File: src/rtl/core/streaming_top_k_select_assert.svh
// Assertion macros for the streaming top-K selection block.
// Each macro expects a signal named clock in the using scope; TKS_ASSERT also expects reset.
`ifndef STREAMING_TOP_K_SELECT_ASSERT_SVH
`define STREAMING_TOP_K_SELECT_ASSERT_SVH

// Checks a property on every rising clock edge outside of reset.
`define TKS_ASSERT(lbl, prop, msg) \
   lbl: assert property (@(posedge clock) disable iff (reset) (prop)) else $error(msg);

// Checks a property on every rising clock edge, reset included.
`define TKS_ASSERT_ALWAYS(lbl, prop, msg) \
   lbl: assert property (@(posedge clock) (prop)) else $error(msg);

`endif

File: src/rtl/core/tks_pkg.sv
// Shared constants and types for the streaming top-K selection block.
// No dependencies; every module of the block imports this package.
package tks_pkg;

   localparam int SCORE_W         = 32;
   localparam int IDX_W           = 16;
   localparam int RANK_W          = 3;
   localparam int CFG_W           = 3;
   localparam int IN_TDATA_W      = 32;
   localparam int OUT_TDATA_W     = 56;
   localparam int DEF_TOP_K       = 5;
   localparam int DEF_MAX_CLASSES = 65536;
   localparam int Q_DEPTH         = 2;

   localparam logic [CFG_W-1:0] WANTED_RESET = CFG_W'(5);

   // Status of the frame queue seen by its producer and consumer.
   typedef struct packed {
      logic full;
      logic nonempty;
   } q_status_type;

endpackage

File: src/rtl/core/streaming_top_k_select.sv
// Streaming top-K selection: top level tying front end, frame queue and back end.
// Depends on tks_pkg, tks_front, tks_queue, tks_back and the assertion header.
//
// The block takes one classifier score per beat on the req_ channel and numbers
// each by its stream position, starting at 0 and wrapping after MAX_CLASSES - 1.
// It keeps the TOP_K largest scores with their positions in descending order; a
// score enters only when it is strictly greater than a kept score, and slots
// start at score 0, position 0, so only positive scores can enter and earlier
// positions win ties. The beat with tlast set closes the stream: its score is
// ranked first, then the frame of ranked slots moves to a two-frame queue and
// the slots and position counter clear for the next stream. The back end sends
// results_wanted ranked results (0 is taken as 1, values above TOP_K as TOP_K),
// best first, one per beat on the rsp_ channel, with tlast on the final one.
// Scores are taken at one per clock cycle while req_tready is high; the compare
// and shift into the TOP_K slot registers is combinational and sets that rate.
// A closed frame goes via the queue registers to the back end's output register,
// which sends results at one per cycle while rsp_tready is high. The input stalls
// only while two closed frames wait in the queue. The user must write results_wanted
// via csr_ only while the block is idle, unenforced; it is taken when a stream closes.
module streaming_top_k_select #(
   parameter int TOP_K       = tks_pkg::DEF_TOP_K,
   parameter int MAX_CLASSES = tks_pkg::DEF_MAX_CLASSES
) (
   input  logic                            clock,
   input  logic                            reset,
   // req_tdata: [31:0] score
   input  logic                            req_tvalid,
   output logic                            req_tready,
   input  logic [tks_pkg::IN_TDATA_W-1:0]  req_tdata,
   input  logic                            req_tlast,
   // rsp_tdata: [2:0] rank, [18:3] class_index, [50:19] best_score, [55:51] zero
   output logic                            rsp_tvalid,
   input  logic                            rsp_tready,
   output logic [tks_pkg::OUT_TDATA_W-1:0] rsp_tdata,
   output logic                            rsp_tlast,
   // Configuration: results_wanted.
   input  logic                            csr_wr_en,
   input  logic [tks_pkg::CFG_W-1:0]       csr_wr_data
);
   import tks_pkg::*;

   `include "streaming_top_k_select_assert.svh"

   localparam int CNT_W = $clog2(TOP_K + 1);

   q_status_type              q_status;
   logic                      req_fire;
   logic                      q_push, q_pop;
   logic signed [SCORE_W-1:0] push_score [TOP_K];
   logic [IDX_W-1:0]          push_pos   [TOP_K];
   logic [CNT_W-1:0]          push_cnt;
   logic signed [SCORE_W-1:0] head_score [TOP_K];
   logic [IDX_W-1:0]          head_pos   [TOP_K];
   logic [CNT_W-1:0]          head_cnt;
   logic [RANK_W-1:0]         out_rank;
   logic [IDX_W-1:0]          out_pos;
   logic [SCORE_W-1:0]        out_score;
   logic                      rsp_fire;

   // A beat is refused only while the queue has no room for a closing frame.
   assign req_tready = ~q_status.full;
   assign req_fire   = req_tvalid & req_tready;
   assign rsp_fire   = rsp_tvalid & rsp_tready;

   tks_front #(
      .TOP_K       (TOP_K),
      .MAX_CLASSES (MAX_CLASSES),
      .CNT_W       (CNT_W)
   ) u_front (
      .clock       (clock),
      .reset       (reset),
      .in_fire     (req_fire),
      .in_score    (req_tdata[SCORE_W-1:0]),
      .in_final    (req_tlast),
      .csr_wr_en   (csr_wr_en),
      .csr_wr_data (csr_wr_data),
      .push        (q_push),
      .push_score  (push_score),
      .push_pos    (push_pos),
      .push_cnt    (push_cnt)
   );

   tks_queue #(
      .TOP_K (TOP_K),
      .CNT_W (CNT_W)
   ) u_queue (
      .clock      (clock),
      .reset      (reset),
      .push       (q_push),
      .push_score (push_score),
      .push_pos   (push_pos),
      .push_cnt   (push_cnt),
      .pop        (q_pop),
      .status     (q_status),
      .head_score (head_score),
      .head_pos   (head_pos),
      .head_cnt   (head_cnt)
   );

   tks_back #(
      .TOP_K (TOP_K),
      .CNT_W (CNT_W)
   ) u_back (
      .clock      (clock),
      .reset      (reset),
      .status     (q_status),
      .head_score (head_score),
      .head_pos   (head_pos),
      .head_cnt   (head_cnt),
      .pop        (q_pop),
      .out_valid  (rsp_tvalid),
      .out_ready  (rsp_tready),
      .out_rank   (out_rank),
      .out_pos    (out_pos),
      .out_score  (out_score),
      .out_last   (rsp_tlast)
   );

   assign rsp_tdata = {(OUT_TDATA_W - RANK_W - IDX_W - SCORE_W)'(0),
                       out_score, out_pos, out_rank};

   // A closing frame is never pushed into a full queue.
   `TKS_ASSERT(a_no_push_when_full, q_push |-> !q_status.full, "frame pushed into full queue")

   // Within a frame, results follow without a gap and with rising rank.
   `TKS_ASSERT(a_frame_continues, (rsp_fire && !rsp_tlast) |=> (rsp_tvalid && (out_rank == RANK_W'($past(out_rank) + RANK_W'(1)))), "ranked frame broken or rank skipped")

   // A new frame always starts at the best rank.
   `TKS_ASSERT(a_frame_starts_at_best, (rsp_fire && rsp_tlast) |=> (!rsp_tvalid || (out_rank == '0)), "frame does not start at rank zero")

   // The back end only takes a frame that the queue holds.
   `TKS_ASSERT(a_pop_needs_frame, q_pop |-> q_status.nonempty, "frame taken from empty queue")

endmodule

File: src/rtl/core/tks_front.sv
// Front end of the top-K block: accepts scores, keeps the ranked slots
// and hands a finished frame to the queue. Depends on tks_pkg.
module tks_front #(
   parameter int TOP_K       = 5,
   parameter int MAX_CLASSES = 65536,
   parameter int CNT_W       = $clog2(TOP_K + 1)
) (
   input  logic                         clock,
   input  logic                         reset,
   input  logic                         in_fire,
   input  logic [tks_pkg::SCORE_W-1:0]  in_score,
   input  logic                         in_final,
   input  logic                         csr_wr_en,
   input  logic [tks_pkg::CFG_W-1:0]    csr_wr_data,
   output logic                         push,
   output logic signed [tks_pkg::SCORE_W-1:0] push_score [TOP_K],
   output logic [tks_pkg::IDX_W-1:0]    push_pos [TOP_K],
   output logic [CNT_W-1:0]             push_cnt
);
   import tks_pkg::*;

   localparam int POS_W = (MAX_CLASSES > 2) ? $clog2(MAX_CLASSES) : 1;

   logic signed [SCORE_W-1:0] kept_score_ff [TOP_K];
   logic signed [SCORE_W-1:0] kept_score_in [TOP_K];
   logic [IDX_W-1:0]          kept_pos_ff   [TOP_K];
   logic [IDX_W-1:0]          kept_pos_in   [TOP_K];
   logic [POS_W-1:0]          pos_ff, pos_in;
   logic [CFG_W-1:0]          wanted_ff, wanted_in;
   logic [TOP_K-1:0]          gt;
   logic signed [SCORE_W-1:0] s;
   logic [IDX_W-1:0]          cur_pos;

   assign s       = $signed(in_score);
   assign cur_pos = IDX_W'(pos_ff);

   // The slots stay in descending order, so the compare results form a
   // thermometer code: the new score lands at the first slot it beats.
   always_comb begin
      for (int j = 0; j < TOP_K; j++) begin
         gt[j] = s > kept_score_ff[j];
      end
      push_score[0] = gt[0] ? s : kept_score_ff[0];
      push_pos[0]   = gt[0] ? cur_pos : kept_pos_ff[0];
      for (int j = 1; j < TOP_K; j++) begin
         if (gt[j - 1]) begin
            push_score[j] = kept_score_ff[j - 1];
            push_pos[j]   = kept_pos_ff[j - 1];
         end else if (gt[j]) begin
            push_score[j] = s;
            push_pos[j]   = cur_pos;
         end else begin
            push_score[j] = kept_score_ff[j];
            push_pos[j]   = kept_pos_ff[j];
         end
      end
   end

   always_comb begin
      if (wanted_ff == '0) begin
         push_cnt = CNT_W'(1);
      end else if (int'(wanted_ff) > TOP_K) begin
         push_cnt = CNT_W'(TOP_K);
      end else begin
         push_cnt = CNT_W'(wanted_ff);
      end
   end

   assign push = in_fire & in_final;

   always_comb begin
      kept_score_in = kept_score_ff;
      kept_pos_in   = kept_pos_ff;
      pos_in        = pos_ff;
      wanted_in     = csr_wr_en ? csr_wr_data : wanted_ff;
      if (in_fire) begin
         if (in_final) begin
            for (int j = 0; j < TOP_K; j++) begin
               kept_score_in[j] = '0;
               kept_pos_in[j]   = '0;
            end
            pos_in = '0;
         end else begin
            kept_score_in = push_score;
            kept_pos_in   = push_pos;
            pos_in = (pos_ff == POS_W'(MAX_CLASSES - 1)) ? '0 : pos_ff + POS_W'(1);
         end
      end
   end

   always_ff @(posedge clock) begin
      if (reset) begin
         for (int j = 0; j < TOP_K; j++) begin
            kept_score_ff[j] <= '0;
            kept_pos_ff[j]   <= '0;
         end
         pos_ff    <= '0;
         wanted_ff <= WANTED_RESET;
      end else begin
         kept_score_ff <= kept_score_in;
         kept_pos_ff   <= kept_pos_in;
         pos_ff        <= pos_in;
         wanted_ff     <= wanted_in;
      end
   end

endmodule

File: src/rtl/core/tks_queue.sv
// Frame queue between the front and back ends of the top-K block.
// Holds finished ranked frames with their result count. Depends on tks_pkg.
module tks_queue #(
   parameter int TOP_K = 5,
   parameter int CNT_W = $clog2(TOP_K + 1)
) (
   input  logic                         clock,
   input  logic                         reset,
   input  logic                         push,
   input  logic signed [tks_pkg::SCORE_W-1:0] push_score [TOP_K],
   input  logic [tks_pkg::IDX_W-1:0]    push_pos [TOP_K],
   input  logic [CNT_W-1:0]             push_cnt,
   input  logic                         pop,
   output tks_pkg::q_status_type        status,
   output logic signed [tks_pkg::SCORE_W-1:0] head_score [TOP_K],
   output logic [tks_pkg::IDX_W-1:0]    head_pos [TOP_K],
   output logic [CNT_W-1:0]             head_cnt
);
   import tks_pkg::*;

   localparam int PTR_W = (Q_DEPTH > 1) ? $clog2(Q_DEPTH) : 1;
   localparam int OCC_W = $clog2(Q_DEPTH + 1);

   logic signed [SCORE_W-1:0] ent_score_ff [Q_DEPTH][TOP_K];
   logic [IDX_W-1:0]          ent_pos_ff   [Q_DEPTH][TOP_K];
   logic [CNT_W-1:0]          ent_cnt_ff   [Q_DEPTH];
   logic [PTR_W-1:0]          wr_ptr_ff, wr_ptr_in, rd_ptr_ff, rd_ptr_in;
   logic [OCC_W-1:0]          occ_ff, occ_in;

   assign status.full     = (occ_ff == OCC_W'(Q_DEPTH));
   assign status.nonempty = (occ_ff != '0);

   assign head_score = ent_score_ff[rd_ptr_ff];
   assign head_pos   = ent_pos_ff[rd_ptr_ff];
   assign head_cnt   = ent_cnt_ff[rd_ptr_ff];

   always_comb begin
      wr_ptr_in = wr_ptr_ff;
      rd_ptr_in = rd_ptr_ff;
      occ_in    = occ_ff;
      if (push) begin
         wr_ptr_in = (wr_ptr_ff == PTR_W'(Q_DEPTH - 1)) ? '0 : wr_ptr_ff + PTR_W'(1);
      end
      if (pop) begin
         rd_ptr_in = (rd_ptr_ff == PTR_W'(Q_DEPTH - 1)) ? '0 : rd_ptr_ff + PTR_W'(1);
      end
      case ({push, pop})
         2'b10:   occ_in = occ_ff + OCC_W'(1);
         2'b01:   occ_in = occ_ff - OCC_W'(1);
         default: occ_in = occ_ff;
      endcase
   end

   always_ff @(posedge clock) begin
      if (push) begin
         ent_score_ff[wr_ptr_ff] <= push_score;
         ent_pos_ff[wr_ptr_ff]   <= push_pos;
         ent_cnt_ff[wr_ptr_ff]   <= push_cnt;
      end
   end

   always_ff @(posedge clock) begin
      if (reset) begin
         wr_ptr_ff <= '0;
         rd_ptr_ff <= '0;
         occ_ff    <= '0;
      end else begin
         wr_ptr_ff <= wr_ptr_in;
         rd_ptr_ff <= rd_ptr_in;
         occ_ff    <= occ_in;
      end
   end

endmodule

File: src/rtl/core/tks_back.sv
// Back end of the top-K block: takes a frame from the queue and sends its
// ranked results out one beat at a time, best first. Depends on tks_pkg.
module tks_back #(
   parameter int TOP_K = 5,
   parameter int CNT_W = $clog2(TOP_K + 1)
) (
   input  logic                         clock,
   input  logic                         reset,
   input  tks_pkg::q_status_type        status,
   input  logic signed [tks_pkg::SCORE_W-1:0] head_score [TOP_K],
   input  logic [tks_pkg::IDX_W-1:0]    head_pos [TOP_K],
   input  logic [CNT_W-1:0]             head_cnt,
   output logic                         pop,
   output logic                         out_valid,
   input  logic                         out_ready,
   output logic [tks_pkg::RANK_W-1:0]   out_rank,
   output logic [tks_pkg::IDX_W-1:0]    out_pos,
   output logic [tks_pkg::SCORE_W-1:0]  out_score,
   output logic                         out_last
);
   import tks_pkg::*;

   logic                      active_ff, active_in;
   logic signed [SCORE_W-1:0] score_ff [TOP_K];
   logic signed [SCORE_W-1:0] score_in [TOP_K];
   logic [IDX_W-1:0]          pos_ff   [TOP_K];
   logic [IDX_W-1:0]          pos_in   [TOP_K];
   logic [CNT_W-1:0]          left_ff, left_in;
   logic [CNT_W-1:0]          rank_ff, rank_in;
   logic                      fire;

   assign out_valid = active_ff;
   assign out_last  = (left_ff == CNT_W'(1));
   assign out_rank  = RANK_W'(rank_ff);
   assign out_pos   = pos_ff[0];
   assign out_score = score_ff[0];

   assign fire = active_ff & out_ready;
   assign pop  = status.nonempty & (~active_ff | (fire & out_last));

   always_comb begin
      active_in = active_ff;
      score_in  = score_ff;
      pos_in    = pos_ff;
      left_in   = left_ff;
      rank_in   = rank_ff;
      if (pop) begin
         active_in = 1'b1;
         score_in  = head_score;
         pos_in    = head_pos;
         left_in   = head_cnt;
         rank_in   = '0;
      end else if (fire) begin
         if (out_last) begin
            active_in = 1'b0;
         end else begin
            for (int j = 0; j < TOP_K - 1; j++) begin
               score_in[j] = score_ff[j + 1];
               pos_in[j]   = pos_ff[j + 1];
            end
            score_in[TOP_K - 1] = '0;
            pos_in[TOP_K - 1]   = '0;
            left_in = left_ff - CNT_W'(1);
            rank_in = rank_ff + CNT_W'(1);
         end
      end
   end

   always_ff @(posedge clock) begin
      score_ff <= score_in;
      pos_ff   <= pos_in;
   end

   always_ff @(posedge clock) begin
      if (reset) begin
         active_ff <= 1'b0;
         left_ff   <= '0;
         rank_ff   <= '0;
      end else begin
         active_ff <= active_in;
         left_ff   <= left_in;
         rank_ff   <= rank_in;
      end
   end

endmodule

File: config.mk
export PLATFORM = sky130hd
export DESIGN_NAME = streaming_top_k_select
export DESIGN_NICKNAME = d
export VERILOG_FILES = /design/src/rtl/core/tks_pkg.sv /design/src/rtl/core/streaming_top_k_select.sv /design/src/rtl/core/tks_front.sv /design/src/rtl/core/tks_queue.sv /design/src/rtl/core/tks_back.sv
export VERILOG_INCLUDE_DIRS = /design/src /design/src/rtl/core
export SDC_FILE = /design/constraint.sdc
export NUM_CORES = 2
export LEC_CHECK = 0
export BUFFER_PORTS_ARGS = -buffer_cell sky130_fd_sc_hd__buf_4
export CAP_MARGIN = 20
export CORE_AREA = 4 4 299 301
export DETAILED_ROUTE_END_ITERATION = 12
export DIE_AREA = 0 0 303 305
export PLACE_DENSITY = 0.77
export SLEW_MARGIN = 20
export SYNTH_ARGS = -nofsm -noshare
export SYNTH_HDL_FRONTEND = slang
export SYNTH_SLANG_ARGS = --single-unit
File: constraint.sdc
create_clock -name clock -period 19.2 [get_ports clock]
set_input_delay 1.92 -clock clock [delete_from_list [all_inputs] [get_ports clock]]
set_output_delay 1.92 -clock clock [all_outputs]
set_load 0.01 [all_outputs]
==> run_results.csv <==
group,metric,value,unit
run_status,run_status,"completed",
global_routing,gr-total-overflow,0,
timing,post_route_minimum_period,6.07,ns
power_and_ir_drop,cellPowerDensity,141,nW/um^2
yosys,synth-async-reset-ratio,0,%
worst_setup_path,crit_top_cell,"buf_4",
yosys,netlist-cell-type-count,71,
worst_setup_path,critical_path.reg2reg.startpoint,"u_front.kept_score_ff[31]",
cts,cts.clk_slew.worst_paths,0.06,ns
worst_setup_path,start_kind,"input port",
yosys,yosysTopAreaCell,"edfxtp_1",
cts,htree_num_levels,3,
power_and_ir_drop,clkPwrFrac,28.1,%
cts,tritoncts,"done",
die,effective_utilization_at_floorplan,54.7,%
hold_path,type_of_the_most_critical_hold_path,"flop to flop",
yosys,synth.top_cells.by_area,"edfxtp_1 (46%), dfxtp_1 (11%), mux2i_1 (5.3%)",
yosys,synth_simple_gate_area_share,12.4,%
cts,clock_sinks,997,
global_routing,grt_pass1_wl,196000,um
yosys,synth.cell_area,47400,um^2
timing,hold_violations,0,
timing,max-slew-margin-rel,21.8,%
worst_setup_path,critical_path_cell_by_cell,"buf_4 > ha_4 > buf_4 > inv_2 > a21oi_1 > a211oi_4 > and2_2 > buf_4 > nand4_1 > nand4b_1 > nor2_1 > o32ai_1",
power_and_ir_drop,share_seq_of_total_power,43.6,%
cts,post-cts-setup-buffer-count,0,
cts,post_cts_hold_buffers,0,
flow_run,drv.max_cap_violation_count,0,
cts,clock_tree.buffer_depth,3,
cts,clk_latency,0.67,ns
timing,setup_viol,0,
route,avgRoutedWirePerCell,23.4,um
worst_setup_path,timing.critical_path.arrival,6.65,ns
worst_setup_path,cp-end-kind,"flop",
route,routed_via_density,6.48,
die,die_h,305,um
yosys,synth.area.mux_share,5.28,%
placement,io_buffers,94,
timing,final.setup.tns,0,ns
power_and_ir_drop,comb_power_share,28.4,%
power_and_ir_drop,p_sw_share,33.8,%
cts,ctsRootBufferMaster,"clkbuf_16",
yosys,synth_compound_gate_area_share,14.9,%
route,wl,128000,um
worst_setup_path,critical_path_peak_fanout,52,
power_and_ir_drop,p_leak,17.5,nW
power_and_ir_drop,ir_drop,0.214,mV
worst_setup_path,longest_individual_stage_delay_on_the_worst_path,0.87,ns
global_routing,grt.total_usage,27.1,%
route,drtPass1Iterations,8,
worst_setup_path,critical_path_buf_inv_count,4,
yosys,synth-seq-area-share,57.4,%
global_routing,via_count_of_the_first_global_routing_pass,33900,
worst_setup_path,worst_ep_required_time,19.77,ns
yosys,postSynthCellCount,4368,
die,top_ports,100,
worst_setup_path,timing.critical_path.max_delay_family,"buffers and inverters",
yosys,yosys_warnings,0,
yosys,synth-edff-count,726,
yosys,avg_cell_area_syn,10.9,um^2
worst_setup_path,critical_path.slowest_cell,"and2_2",
final_layout,layout-drive-gt1-share,8.59,%
final_layout,finish.net_count,4429,
power_and_ir_drop,internal_power,0.00484,W
die,core,86600,um^2
yosys,synth_flop_cell,"edfxtp_1",
timing,rsz0062_at_grt,"no",
power_and_ir_drop,switching_power,0.00246,W
timing,final_max_slew_viol_count,0,
global_routing,grt_start_max_net_pins,177,
cts,cts_buffers,100,
final_layout,finalCoreUtilization,59.8,%
route,dr_total_vias,35400,
worst_setup_path,critical_path_class,"input port to flop",
die,die_area,92400,um^2
route,drc_errors,0,
timing,min_period_over_period,31.6,%
placement,place_hpwl,75300,um
placement,gp_weighted_congestion,0.896,
yosys,synth-xor-area-share,0.369,%
cts,resized_cells_post_cts,0,
yosys,register_bit_total_from_synthesis,997,
yosys,fraction_of_synthesized_cell_area_taken_by_the_top_area_cell_type,46.0,%
hold_path,hold_path.startpoint,"u_front.kept_score_ff[103]",
timing,tightest_slew,1.17,ns
global_routing,grt_antenna_before_repair,5,
yosys,synth_adder_area_share,4.35,%
route,ant_nets,0,
die,core.rowCount,108,
timing,fin_worst_skew,0.0292,ns
route,drtIter0Drc,4713,
yosys,dominant_combinational_cell_family_by_area_after_synthesis,"compound AO/OA/AOI/OAI gates",
timing,clock.fmax,0.165,GHz
yosys,synthMostInstantiatedCell,"edfxtp_1",
yosys,synthTopCellsByCount,"edfxtp_1 (726), nor2_1 (622), a21oi_1 (339)",
final_layout,syn_to_final_growth,9.27,%
worst_setup_path,critical_path.startpoint,"req_tdata[31]",
die,dieWidth,303,um
state kept, by name, summed over array words and instances, names as in the netlist, 32 cells and up, named ones only:
signal                 count
u_back.out_score          32
u_back.pos_ff             64
u_back.score_ff          128
u_front.kept_pos_ff       80
u_front.kept_score_ff    160
u_queue.ent_pos_ff       160
u_queue.ent_score_ff     320
cell usage in the layout, fill, tap and decap left out, drive strengths merged, types with 52 or more instances in the layout:
cell type,count
nand2,290
a21oi,339
o32ai,55
nand3,74
dfxtp,271
inv,189
o211ai,87
a31oi,75
mux2i,250
a211oi,52
clkbuf,136
ha,165
edfxtp,726
nand4,98
buf,143
o21ai,176
nor2,625
nor3,77
metrics by stage:
step                      setup WS, ns  instances  power [W]  hold slack (ns)  instance area (um^2)
after floorplan                   5.87       4372    0.00473            0.436                 47400
after global placement           12.76       5276    0.00521            0.448                 48300
after detailed placement         12.62       5276    0.00526            0.458                 48300
after CTS                        13.31       5464    0.00729            0.475                 51800
after global routing             12.97       5467    0.00763            0.499                 51800
final                            13.13       5467    0.00730            0.476                 51800
metal layers:
layer | global-route usage (%) | up-vias | wire (um)
met4 | 10.9 | 2 | 4130
li1 | - | 15900 | -
met2 | 41.5 | 2249 | 57600
met5 | 0 | - | 12
met1 | 37.4 | 17000 | 51600
met3 | 6.04 | 331 | 14600
final timing paths:
kind | end | slack [ns] | cells past startpoint
worst max-delay path | u_front.kept_score_ff[22] | 13.13 | 12
worst min-delay path | u_front.kept_score_ff[103] | 0.48 | 2
worst min register to register | u_front.kept_score_ff[103] | 0.48 | 2
worst max register to register | u_front.kept_score_ff[22] | 14.14 | 12
kinds of logic after synthesis:
kind of cell,Yosys count
flip-flops,997
other,1
XOR/XNOR,20
AND/OR/NAND/NOR,1301
buffers and inverters,577
AO/OA/AOI/OAI,1057
adder cells (fa/ha/maj),165
multiplexers,250
worst min-delay path, delay by kind of cell, from the launching register on:
family / cells / cell delay (ns)
DFF: 1 / 0.33
AOI/OAI and AO/OA: 2 / 0.11
power groups by stage:
| stage | clock network, W | registers, W | logic, W |
|---|---|---|---|
| after global routing | 0.00216 | 0.00322 | 0.00225 |
| after CTS | 0.00206 | 0.00318 | 0.00205 |
| after global placement | 0 | 0.00321 | 0.00200 |
| after detailed placement | 0 | 0.00322 | 0.00204 |
| after floorplan | 0 | 0.00327 | 0.00146 |
| final | 0.00205 | 0.00318 | 0.00207 |
final cells by class:
| type | count | area (um^2) |
|---|---|---|
| sequential | 997 | 27200 |
| clock buffer | 136 | 2840 |
| fill | 6741 | 34800 |
| clock inverter | 52 | 623 |
| tap | 1155 | 1450 |
| multi-input combinational | 2798 | 17800 |
| antenna | 3 | 7.51 |
| inverter | 183 | 694 |
| timing repair buffer | 143 | 1120 |
Note: power is estimated with default switching activity, not from simulation.
